$ cat config.mk
export PLATFORM = sky130hd
export DESIGN_NAME = rtc_local_time_convert_core
export DESIGN_NICKNAME = d
export VERILOG_FILES = /design/src/hw/rtl/rltc_pkg.sv /design/src/hw/rtl/rtc_local_time_convert_core.sv /design/src/hw/rtl/rltc_front.sv /design/src/hw/rtl/rltc_queue.sv /design/src/hw/rtl/rltc_back.sv
export SDC_FILE = /design/constraint.sdc
export NUM_CORES = 1
export LEC_CHECK = 0
export BUFFER_PORTS_ARGS = -buffer_cell sky130_fd_sc_hd__buf_4
export CAP_MARGIN = 20
export CORE_UTILIZATION = 50
export CTS_BUF_LIST = sky130_fd_sc_hd__clkbuf_4 sky130_fd_sc_hd__clkbuf_8
export DETAILED_ROUTE_END_ITERATION = 12
export PLACE_DENSITY_LB_ADDON = 0.08
export RECOVER_POWER = 100
export SLEW_MARGIN = 20
export SYNTH_ARGS = -nofsm -noshare
export SYNTH_HDL_FRONTEND = slang
export SYNTH_SLANG_ARGS = --single-unit
$ cat constraint.sdc
create_clock -name clock -period 9.2 [get_ports clock]
set_clock_uncertainty 0.15 [all_clocks]
set_input_delay 1.84 -clock clock [delete_from_list [all_inputs] [get_ports clock]]
set_output_delay 1.84 -clock clock [all_outputs]
set_load 0.02 [all_outputs]
$ cat src/hw/rtl/rltc_pkg.sv
// shared types, register indexes and calendar helpers for the local time converter
package rltc_pkg;

   // configuration register indexes
   localparam int unsigned CSR_INDEX_W = 2;
   localparam int unsigned CSR_DATA_W  = 7;
   localparam logic [CSR_INDEX_W-1:0] CSR_BCD_MODE       = 2'd0;
   localparam logic [CSR_INDEX_W-1:0] CSR_HOUR_24_MODE   = 2'd1;
   localparam logic [CSR_INDEX_W-1:0] CSR_OFFSET_HOURS   = 2'd2;
   localparam logic [CSR_INDEX_W-1:0] CSR_OFFSET_MINUTES = 2'd3;

   localparam logic [11:0] YEAR_BASE = 12'd2000;

   // depth of the queue between front and back
   localparam int unsigned QUEUE_DEPTH = 2;

   // one classified transaction, minute carry already applied
   typedef struct packed {
      logic [5:0]        seconds;
      logic [5:0]        minutes;
      logic signed [8:0] hours;
      logic [7:0]        weekday;
      logic [7:0]        day;
      logic [7:0]        month;
      logic [7:0]        year_byte;
      logic              leap;
      logic              hour_24;
      logic              pm;
      logic              range_err;
   } rltc_item_type;

   // one finished result
   typedef struct packed {
      logic [5:0]  local_seconds;
      logic [5:0]  local_minutes;
      logic [4:0]  local_hours;
      logic [2:0]  local_weekday;
      logic [4:0]  local_day;
      logic [3:0]  local_month;
      logic [11:0] local_year;
      logic        was_24hour;
      logic        chip_pm;
      logic        range_error;
   } rltc_result_type;

   // packed bcd or plain binary byte
   function automatic logic [7:0] decode_byte(input logic [7:0] b, input logic bcd);
      logic [7:0] hi;
      hi = {4'd0, b[7:4]};
      return bcd ? ((hi << 3) + (hi << 1) + {4'd0, b[3:0]}) : b;
   endfunction

   // days in a month, invalid months count as 31
   function automatic logic [4:0] month_days(input logic [7:0] mon, input logic leap);
      logic [4:0] len;
      case (mon)
         8'd2:                      len = leap ? 5'd29 : 5'd28;
         8'd4, 8'd6, 8'd9, 8'd11:   len = 5'd30;
         default:                   len = 5'd31;
      endcase
      return len;
   endfunction

endpackage

$ cat src/hw/rtl/rtc_local_time_convert_core.sv
// top level of the clock-chip snapshot to local time converter
//
// A transaction (one snapshot of the seven raw clock-chip time bytes) is taken
// at every rising edge with start high and busy low, one per clock cycle. Its
// result appears on the rsp_ ports after the queue and the output register, for one cycle,
// marked by rsp_strobe; the receiver cannot stall it, so it must sample then.
// The front end (decode, range check, minute carry) writes the queue
// in the accept cycle and the back end (hour carry and calendar
// rollover) drains it into the output register the next cycle.
// Since the back end drains the queue every cycle, busy stays low in normal
// operation. Configuration writes through csr_ take effect on the next edge
// and must only be made while no transaction is in flight.
module rtc_local_time_convert_core (
   input  logic                              clock,
   input  logic                              reset,
   // request transaction
   input  logic                              start,
   output logic                              busy,
   input  logic [7:0]                        req_raw_seconds,
   input  logic [7:0]                        req_raw_minutes,
   input  logic [7:0]                        req_raw_hours,
   input  logic [7:0]                        req_raw_weekday,
   input  logic [7:0]                        req_raw_day,
   input  logic [7:0]                        req_raw_month,
   input  logic [7:0]                        req_raw_year,
   // configuration writes
   input  logic                              csr_we,
   input  logic [rltc_pkg::CSR_INDEX_W-1:0]  csr_index,
   input  logic [rltc_pkg::CSR_DATA_W-1:0]   csr_wdata,
   // result transaction
   output logic                              rsp_strobe,
   output logic [5:0]                        rsp_local_seconds,
   output logic [5:0]                        rsp_local_minutes,
   output logic [4:0]                        rsp_local_hours,
   output logic [2:0]                        rsp_local_weekday,
   output logic [4:0]                        rsp_local_day,
   output logic [3:0]                        rsp_local_month,
   output logic [11:0]                       rsp_local_year,
   output logic                              rsp_was_24hour,
   output logic                              rsp_chip_pm,
   output logic                              rsp_range_error
);
   import rltc_pkg::*;

   rltc_item_type   front_item;
   rltc_item_type   head_item;
   rltc_result_type result;
   logic            accept;
   logic            queue_full;
   logic            queue_not_empty;

   // take a transaction whenever the queue has room
   assign busy   = queue_full;
   assign accept = start && !queue_full;

   // decode and classify the snapshot with the current configuration
   rltc_front u_front (
      .clock       (clock),
      .reset       (reset),
      .csr_we      (csr_we),
      .csr_index   (csr_index),
      .csr_wdata   (csr_wdata),
      .raw_seconds (req_raw_seconds),
      .raw_minutes (req_raw_minutes),
      .raw_hours   (req_raw_hours),
      .raw_weekday (req_raw_weekday),
      .raw_day     (req_raw_day),
      .raw_month   (req_raw_month),
      .raw_year    (req_raw_year),
      .item        (front_item)
   );

   // decouples front and back
   rltc_queue u_queue (
      .clock     (clock),
      .reset     (reset),
      .push      (accept),
      .push_item (front_item),
      .pop       (queue_not_empty),
      .head_item (head_item),
      .not_empty (queue_not_empty),
      .full      (queue_full)
   );

   // back end pops whenever something is queued, never stalled by the receiver
   rltc_back u_back (
      .clock         (clock),
      .reset         (reset),
      .item_valid    (queue_not_empty),
      .item          (head_item),
      .result_strobe (rsp_strobe),
      .result        (result)
   );

   assign rsp_local_seconds = result.local_seconds;
   assign rsp_local_minutes = result.local_minutes;
   assign rsp_local_hours   = result.local_hours;
   assign rsp_local_weekday = result.local_weekday;
   assign rsp_local_day     = result.local_day;
   assign rsp_local_month   = result.local_month;
   assign rsp_local_year    = result.local_year;
   assign rsp_was_24hour    = result.was_24hour;
   assign rsp_chip_pm       = result.chip_pm;
   assign rsp_range_error   = result.range_error;

   // every accepted transaction comes out through the queue and the output register
   a_fixed_latency: assert property (@(posedge clock) disable iff (reset)
      accept |-> ##2 rsp_strobe)
      else $error("accepted transaction gave no result after two cycles");

   // no result without a matching transaction accepted earlier
   a_no_spurious: assert property (@(posedge clock) disable iff (reset)
      rsp_strobe |-> $past(accept, 2))
      else $error("result strobe without matching transaction");

   // back end keeps up, so the queue never fills
   a_never_busy: assert property (@(posedge clock) disable iff (reset)
      !busy)
      else $error("queue filled up");

endmodule

$ cat src/hw/rtl/rltc_front.sv
// front end: configuration registers, byte decode, range check and minute carry
module rltc_front (
   input  logic                              clock,
   input  logic                              reset,
   input  logic                              csr_we,
   input  logic [rltc_pkg::CSR_INDEX_W-1:0]  csr_index,
   input  logic [rltc_pkg::CSR_DATA_W-1:0]   csr_wdata,
   input  logic [7:0]                        raw_seconds,
   input  logic [7:0]                        raw_minutes,
   input  logic [7:0]                        raw_hours,
   input  logic [7:0]                        raw_weekday,
   input  logic [7:0]                        raw_day,
   input  logic [7:0]                        raw_month,
   input  logic [7:0]                        raw_year,
   output rltc_pkg::rltc_item_type           item
);
   import rltc_pkg::*;

   logic       bcd_mode_ff, bcd_mode_in;
   logic       hour_24_mode_ff, hour_24_mode_in;
   logic [4:0] offset_hours_ff, offset_hours_in;
   logic [6:0] offset_minutes_ff, offset_minutes_in;

   logic [7:0]        sec, min, hr_raw, hr, wd, day, mon, ybyte;
   logic              pm, leap, err;
   logic signed [9:0] min_sum;
   logic signed [8:0] hr_sum;
   logic signed [9:0] min_adj;
   logic signed [8:0] hr_adj;

   always_comb begin
      bcd_mode_in       = bcd_mode_ff;
      hour_24_mode_in   = hour_24_mode_ff;
      offset_hours_in   = offset_hours_ff;
      offset_minutes_in = offset_minutes_ff;
      if (csr_we) begin
         case (csr_index)
            CSR_BCD_MODE:       bcd_mode_in       = csr_wdata[0];
            CSR_HOUR_24_MODE:   hour_24_mode_in   = csr_wdata[0];
            CSR_OFFSET_HOURS:   offset_hours_in   = csr_wdata[4:0];
            CSR_OFFSET_MINUTES: offset_minutes_in = csr_wdata[6:0];
            default: ;
         endcase
      end
   end

   always_ff @(posedge clock) begin
      if (reset) begin
         bcd_mode_ff       <= 1'b0;
         hour_24_mode_ff   <= 1'b1;
         offset_hours_ff   <= 5'd5;
         offset_minutes_ff <= 7'd30;
      end else begin
         bcd_mode_ff       <= bcd_mode_in;
         hour_24_mode_ff   <= hour_24_mode_in;
         offset_hours_ff   <= offset_hours_in;
         offset_minutes_ff <= offset_minutes_in;
      end
   end

   always_comb begin
      sec    = decode_byte(raw_seconds, bcd_mode_ff);
      min    = decode_byte(raw_minutes, bcd_mode_ff);
      hr_raw = decode_byte({1'b0, raw_hours[6:0]}, bcd_mode_ff);
      wd     = decode_byte(raw_weekday, bcd_mode_ff);
      day    = decode_byte(raw_day, bcd_mode_ff);
      mon    = decode_byte(raw_month, bcd_mode_ff);
      ybyte  = decode_byte(raw_year, bcd_mode_ff);

      // 12-hour mapping: pm adds 12 except at 12, am 12 is midnight
      hr = hr_raw;
      if (!hour_24_mode_ff) begin
         pm = raw_hours[7];
         if (pm && hr_raw != 8'd12) hr = hr_raw + 8'd12;
         else if (!pm && hr_raw == 8'd12) hr = 8'd0;
      end else begin
         pm = (hr_raw >= 8'd12);
      end

      // years 2000..2255: only 2100 and 2200 are century non-leap years
      leap = (ybyte[1:0] == 2'b00) && (ybyte != 8'd100) && (ybyte != 8'd200);

      err = (sec > 8'd59) || (min > 8'd59) || (hr > 8'd23) ||
            (wd < 8'd1) || (wd > 8'd7) || (mon < 8'd1) || (mon > 8'd12) ||
            (ybyte > 8'd99) || (day < 8'd1) ||
            (day > {3'd0, month_days(mon, leap)});

      min_sum = $signed({2'b00, min}) + $signed({{3{offset_minutes_ff[6]}}, offset_minutes_ff});
      hr_sum  = $signed({1'b0, hr}) + $signed({{4{offset_hours_ff[4]}}, offset_hours_ff});

      // single minute carry step
      min_adj = min_sum;
      hr_adj  = hr_sum;
      if (min_sum >= 10'sd60) begin
         min_adj = min_sum - 10'sd60;
         hr_adj  = hr_sum + 9'sd1;
      end else if (min_sum < 10'sd0) begin
         min_adj = min_sum + 10'sd60;
         hr_adj  = hr_sum - 9'sd1;
      end

      item.seconds   = sec[5:0];
      item.minutes   = min_adj[5:0];
      item.hours     = hr_adj;
      item.weekday   = wd;
      item.day       = day;
      item.month     = mon;
      item.year_byte = ybyte;
      item.leap      = leap;
      item.hour_24   = hour_24_mode_ff;
      item.pm        = pm;
      item.range_err = err;
   end

endmodule

$ cat src/hw/rtl/rltc_queue.sv
// short queue of classified transactions between front and back
module rltc_queue (
   input  logic                     clock,
   input  logic                     reset,
   input  logic                     push,
   input  rltc_pkg::rltc_item_type  push_item,
   input  logic                     pop,
   output rltc_pkg::rltc_item_type  head_item,
   output logic                     not_empty,
   output logic                     full
);
   import rltc_pkg::*;

   localparam int unsigned PTR_W = (QUEUE_DEPTH > 1) ? $clog2(QUEUE_DEPTH) : 1;
   localparam int unsigned CNT_W = $clog2(QUEUE_DEPTH + 1);

   rltc_item_type    entries_ff [QUEUE_DEPTH];
   logic [PTR_W-1:0] wr_ptr_ff, wr_ptr_in;
   logic [PTR_W-1:0] rd_ptr_ff, rd_ptr_in;
   logic [CNT_W-1:0] count_ff, count_in;

   function automatic logic [PTR_W-1:0] ptr_next(input logic [PTR_W-1:0] p);
      return (p == PTR_W'(QUEUE_DEPTH - 1)) ? '0 : p + PTR_W'(1);
   endfunction

   assign not_empty = (count_ff != '0);
   assign full      = (count_ff == CNT_W'(QUEUE_DEPTH));
   assign head_item = entries_ff[rd_ptr_ff];

   always_comb begin
      wr_ptr_in = push ? ptr_next(wr_ptr_ff) : wr_ptr_ff;
      rd_ptr_in = pop  ? ptr_next(rd_ptr_ff) : rd_ptr_ff;
      count_in  = count_ff;
      if (push && !pop) count_in = count_ff + CNT_W'(1);
      else if (pop && !push) count_in = count_ff - CNT_W'(1);
   end

   always_ff @(posedge clock) begin
      if (reset) begin
         wr_ptr_ff <= '0;
         rd_ptr_ff <= '0;
         count_ff  <= '0;
      end else begin
         wr_ptr_ff <= wr_ptr_in;
         rd_ptr_ff <= rd_ptr_in;
         count_ff  <= count_in;
      end
   end

   always_ff @(posedge clock) begin
      if (push) begin
         entries_ff[wr_ptr_ff] <= push_item;
      end
   end

   a_count_bound: assert property (@(posedge clock) disable iff (reset)
      count_ff <= CNT_W'(QUEUE_DEPTH))
      else $error("queue count above depth");

   a_no_push_full: assert property (@(posedge clock) disable iff (reset)
      full |-> !push)
      else $error("push into full queue");

   a_no_pop_empty: assert property (@(posedge clock) disable iff (reset)
      pop |-> not_empty)
      else $error("pop from empty queue");

endmodule

$ cat src/hw/rtl/rltc_back.sv
// back end: hour carry, day, month, year and weekday rollover, output register
module rltc_back (
   input  logic                      clock,
   input  logic                      reset,
   input  logic                      item_valid,
   input  rltc_pkg::rltc_item_type   item,
   output logic                      result_strobe,
   output rltc_pkg::rltc_result_type result
);
   import rltc_pkg::*;

   logic            strobe_ff, strobe_in;
   rltc_result_type result_ff, result_in;

   logic signed [8:0] hr;
   logic [8:0]        day_n, mon_n, wd_n;
   logic [7:0]        mon_prev;
   logic [11:0]       year_n;
   logic [4:0]        cur_len;

   always_comb begin
      hr      = item.hours;
      day_n   = {1'b0, item.day};
      mon_n   = {1'b0, item.month};
      wd_n    = {1'b0, item.weekday};
      year_n  = YEAR_BASE + {4'd0, item.year_byte};
      cur_len = month_days(item.month, item.leap);
      mon_prev = item.month;

      if (hr >= 9'sd24) begin
         hr    = item.hours - 9'sd24;
         day_n = {1'b0, item.day} + 9'd1;
         if (day_n > {4'd0, cur_len}) begin
            day_n = 9'd1;
            mon_n = {1'b0, item.month} + 9'd1;
            if (mon_n > 9'd12) begin
               mon_n  = 9'd1;
               year_n = year_n + 12'd1;
            end
         end
         wd_n = {1'b0, item.weekday} + 9'd1;
         if (wd_n > 9'd7) wd_n = 9'd1;
      end else if (hr < 9'sd0) begin
         hr = item.hours + 9'sd24;
         if (item.day <= 8'd1) begin
            // borrow from the previous month
            if (item.month <= 8'd1) begin
               mon_prev = 8'd12;
               year_n   = year_n - 12'd1;
            end else begin
               mon_prev = item.month - 8'd1;
            end
            mon_n = {1'b0, mon_prev};
            day_n = {4'd0, month_days(mon_prev, item.leap)};
         end else begin
            day_n = {1'b0, item.day} - 9'd1;
         end
         wd_n = (item.weekday <= 8'd1) ? 9'd7 : ({1'b0, item.weekday} - 9'd1);
      end

      strobe_in                = item_valid;
      result_in.local_seconds  = item.seconds;
      result_in.local_minutes  = item.minutes;
      result_in.local_hours    = hr[4:0];
      result_in.local_weekday  = wd_n[2:0];
      result_in.local_day      = day_n[4:0];
      result_in.local_month    = mon_n[3:0];
      result_in.local_year     = year_n;
      result_in.was_24hour     = item.hour_24;
      result_in.chip_pm        = item.pm;
      result_in.range_error    = item.range_err;
   end

   always_ff @(posedge clock) begin
      if (reset) begin
         strobe_ff <= 1'b0;
      end else begin
         strobe_ff <= strobe_in;
      end
   end

   always_ff @(posedge clock) begin
      if (item_valid) begin
         result_ff <= result_in;
      end
   end

   assign result_strobe = strobe_ff;
   assign result        = result_ff;

endmodule

Yosys cells after proc, flatten, opt, wreduce, memory -nomap -nowiden
Memory sizes are Yosys's and may differ from the RTL's. A register that Yosys moved wholly into a read port is not among the register bits.
Index checks and enable logic that the tools add are counted.
{ "op_classes": {"n_reduce_logical": 31, "addsub": 36, "div": 0, "n_mux": 53, "eq_ne": 23, "bitwise": 0, "n_mul": 0, "n_shift": 0, "magnitude_cmp": 21} }
{ "op_table": {"columns": ["cell", "count"], "rows": [
  ["$mux W8", 14],
  ["$mux W12", 6],
  ["$add A8 B4 Y8", 7],
  ["$eq A8 B4 Y1 const B", 7],
  ["$add A7 B5 Y8", 6],
  ["$eq A8 B3 Y1 const B", 6],
  ["$mux W5", 6],
  ["$pmux W5 S2", 3],
  ["$add A8 B1 Y9 const B", 3],
  ["$eq A8 B2 Y1 const B", 3],
  ["$le A8 B1 Y1 const B", 3],
  ["$lt A8 B1 Y1 const B", 3],
  ["$mux W4", 5],
  ["$mux W9", 2],
  ["$gt A8 B6 Y1 const B", 2],
  ["$add A11 B8 Y12 const A", 1],
  ["$add A12 B1 Y12 const B", 1],
  ["$mux W3", 4],
  ["$mux W6", 2],
  ["$reduce_or A4 Y1", 3],
  ["$sub A12 B1 Y12 const B", 1],
  ["$add A9 B7 Y10", 1],
  ["$ge A10 B7 Y1 const B", 1],
  ["$lt A10 B1 Y1 const B", 1],
  ["other kinds (39)", 73]
]} }
{ "totals": {"mem_bits_ro": 0, "ram_bits": 114, "reg_bits": 63, "latch_bits": 0, "mem_count": 1, "out_inout_bits": 46} }
{ "mem_list": {"columns": ["name", "words", "width", "rd", "rd_clocked_by_memory_dff", "write_ports", "line", "source"], "rows": [
  ["u_queue.entries_ff", 2, 57, 1, 1, 1, "rltc_queue.sv:17", "rltc_item_type entries_ff [QUEUE_DEPTH];"]
]} }

Depth between registers and ports, before layout
{ "logic_depth": {"word_depth": 17, "mapped_depth": 23} }

Hierarchy
From an unflattened synthesis, not the netlist that was laid out.
{ "hier_totals": {"hier_cells": 1038, "area_unflattened_um2": 11730.0} }
{ "by_module_without_submodules": {"columns": ["mod", "area_per_inst_um2", "cells_per_inst", "instances"], "rows": [
  ["rltc_queue", 4326.6, 199, 1],
  ["rltc_front", 4281.6, 534, 1],
  ["rltc_back", 3108.0, 304, 1],
  ["rtc_local_time_convert_core", 13.8, 1, 1]
]} }

Worst setup path before layout
No wires, ideal clock.
{ "synth_timing": {"path_kind": "input to register", "from": "input port req_raw_hours[1]", "to": "memory u_queue.entries_ff[0][44] (netlist bit), data pin", "path_slack_ns": 2.807, "path_stages": 20, "t_arrival_ns": 5.978, "path_buffers": 2, "required_time_ns": 8.786, "cell_sequence": "ha_1 > fa_1 > a21oi_1 > mux2i_1 > o21ai_0 > a2bb2oi_1 > and4_1 > buf_2 > nor3_1 > a21o_1 > a22o_1 > ha_1 > clkbuf_1 > a21oi_1 > nor2_1 > a2111oi_0 > xnor2_1 > or2_2 > o22ai_1 > xnor2_1"} }
{ "synth_lines": {"columns": ["element", "line", "source"], "rows": [
  ["from (decl)", "rtc_local_time_convert_core.sv:21", "input logic [7:0] req_raw_hours,"],
  ["to (decl)", "rltc_queue.sv:17", null]
]} }

==> out/results.ini <==
[timing]
finalSetupViolCount = 0
rsz0062_at_grt = false
setup_tns_ns = 0
period_share = 0.7867
worst_slew_pin_slew_ns = 3.548
maxSlewViolCount = 213
fmax_mhz = 138.2
hold_violations = 0
period_minus_slack_ns = 7.237
timing.slew.headroom = -1.365
worst_hold_slack_ns = 0.3358

[yosys]
synth_cells = 1031
ys.flop_type = edfxtp_1
synthesis.nets = 1209
ys_warn_count = 0
synth-async-reset-ratio = 0
syn_area_um2 = 11470
yosysUniqueCellTypes = 80
ys_seq_elements = 178
syn_avg_cell_area_um2 = 11.12
ys_seq_area_frac = 0.4487
synth-edff-count = 158

[clock_network]
cts_tree = built
cts_root_buf = clkbuf_8
path_clk_slew_ns = 0.11
insertion_delay_ns = 0.46
cts_setup_buffers = 0
cts_buffers = 17
cts.path.max_buffers = 2
h-tree-depth = 4
clkSinkCount = 178
ctsHoldBuffers = 0
cts_resized = 0

[worst_setup_path]
r2r_setup_slack_ns = 1.96
crit_slowest_cell = clkbuf_1
cpMostUsedCell = a21oi_1
cp_data_arrival_time_ns = 7.29
reg2reg_depth = 14
cp_top_family = buffers and inverters
cpPeakStageDelay_ns = 2.15
critical_path_depth = 14
rr_endpoint = u_back.result[13]$_DFFE_PN_
path_max_fanout = 51
critPathKind = reg2reg
crit_buf_inv = 2
cp_cell_sequence = clkbuf_1, mux2i_4, clkinv_1, ha_1, o211ai_1, a21oi_1, nor2_1, ha_1, a21oi_1, and3b_1, o221ai_1, or2_0, o32ai_1, a21oi_1
crit_required_ns = 9.25
worstSetupStartpointType = register
worstSetupEndpointType = register

[floorplan]
core_area_um2 = 22570
die_h_um = 153.4
core.rowCount = 55
die_area_um2 = 23540
initial_core_util = 0.5080
num_io_pins = 115
die_width_um = 153.4

[run_status]
violations = capacitance limit, slew limit
status = finished, violations left

[cells_and_area]
final_cell_mix = edfxtp_1, ha_1, nor2_1
drive_gt1_frac = 0.1170
design_area_um2 = 12700
fillers = 1998
final_common_cell = edfxtp_1
antenna_cells = 0
utilization = 0.5625
nets = 1319
area_growth_pct = 10.74

[min_path]
worstHoldPathCells = 2
whs_endpoint = u_front.offset_minutes_ff[0]$_SDFFE_PP0P_
hp-class = reg2reg
min_from = u_front.offset_minutes_ff[0]$_SDFFE_PP0P_

[power_and_ir_drop]
powerDensity_nw_per_um2 = 235.0
power.total_mw = 2.984
peakVddDrop_v = 0.0002374
p_leak_nw = 4.881

[drt]
ant_nets = 0
vias = 8128
viasPerCell = 5.648
firstDrtPassIters = 5
routed_wirelength_um = 24270
post_drt_wl_per_cell_um = 16.86
drc = 0
drtIter0Drc = 437

[global_route]
grtUsageMet3 = 0.03062
met2_usage = 0.3283
overflow = 0
grt_pass1_wl_um = 39360
met1_usage = 0.3112
grt_pass1_vias = 7737
grt_max_degree = 58
busiest_layer = met2
grt_usage = 0.2133
antenna_found_initial = 0

[placed_design]
portBuffers = 114
dp_hpwl_um = 17910
place_area_um2 = 12560
routabilityCongestion = 0.8514

[flow_run]
drv_cap = 4

==> cells in the mapped netlist, types with 15 or more instances <==
master    instances  area (um^2)
xnor2_1          44        385.4
ha_1             94         1176
nor2_1           72        270.3
fa_1             15        300.3
xor2_1           25        219.0
inv_1            58        217.7
nand3_1          24        120.1
o21ai_0          43        215.2
nor3_1           29        145.1
a21oi_1          63        315.3
nand2_1          55        206.5
a21o_1           19        142.6
dfxtp_1          20        400.4
mux2i_1          29        290.3
mux2_2           55        619.3
edfxtp_1        158         4745
==> how the worst max path moves through the flow <==
stage / startpoint / endpoint / slack (ns)
global route: register / u_back.result[13]$_DFFE_PN_ / 1.31
global placement: req_raw_year[3] / u_queue.entries_ff[0][0]$_DFFE_PP_ / 2.41
detailed placement: req_raw_hours[4] / u_queue.entries_ff[0][44]$_DFFE_PP_ / 2.32
CTS: req_raw_hours[4] / u_queue.entries_ff[0][44]$_DFFE_PP_ / 2.80
floorplan: req_raw_hours[1] / u_queue.entries_ff[0][44]$_DFFE_PP_ / 2.81
finish: register / u_back.result[13]$_DFFE_PN_ / 1.96
==> state kept, by name, indices dropped and copies added (netlist names), named ones only <==
name,cells
u_queue.count_ff,2
u_queue.wr_ptr_ff,1
u_back.result_strobe,1
u_front.offset_minutes_ff,7
u_queue.rd_ptr_ff,1
u_front.offset_hours_ff,5
u_front.bcd_mode_ff,1
u_queue.entries_ff,114
u_back.result,44
u_front.hour_24_mode_ff,1
==> metal layers <==
metal  up-vias  wire [um]
met5         -          0
met4         0        340
met3        23       1026
met2       179      10580
met1      3853      12320
li1       4073          -
==> power by group <==
| part | total, mW | switching (mW) | internal [mW] | leakage (nW) |
|---|---|---|---|---|
| registers | 1.26 | 0.0820 | 1.18 | 1.64 |
| logic | 1.17 | 0.759 | 0.414 | 3.03 |
| clock network | 0.553 | 0.319 | 0.234 | 0.214 |
| total | 2.98 | 1.16 | 1.82 | 4.88 |
==> tightest hold or removal path, stage by stage (launching register included) <==
cell and delay (ns):
dfxtp_1 0.34, nand2_1 0.06, a21oi_1 0.06
==> logic make-up (layout without fill, tap and decap cells) <==
logic type                 Yosys count  in the layout  synth area share
xor gates and xnor gates            69             69           0.05271
and+or+nand+nor                    282            282            0.1257
buffers and inverters               90            213           0.03535
DFF                                178            178            0.4487
muxes                               90             90           0.08904
adders and majority gates          109            109            0.1288
AOI/OAI and AO/OA                  213            213            0.1197
==> cell type report <==
| cell class | count | area [um^2] | share of cell area |
|---|---|---|---|
| Clock inverter | 15 | 190.2 | 0.01498 |
| Timing Repair Buffer | 120 | 641.9 | 0.05055 |
| Tap cell | 285 | 356.6 | 0.02808 |
| Clock buffer | 17 | 234.0 | 0.01843 |
| Sequential cell | 178 | 5146 | 0.4053 |
| Inverter | 61 | 230.2 | 0.01813 |
| Multi-Input combinational cell | 763 | 5898 | 0.4645 |
==> stage by stage <==
stage / setup WS (ns) / std cells
2_1_floorplan: 2.807 / 1031
3_3_place_gp: 2.415 / 1407
3_5_place_dp: 2.321 / 1407
4_1_cts: 2.803 / 1439
5_1_grt: 1.308 / 1439
6_report: 1.963 / 1439
Note: power is estimated with default switching activity, not from simulation.
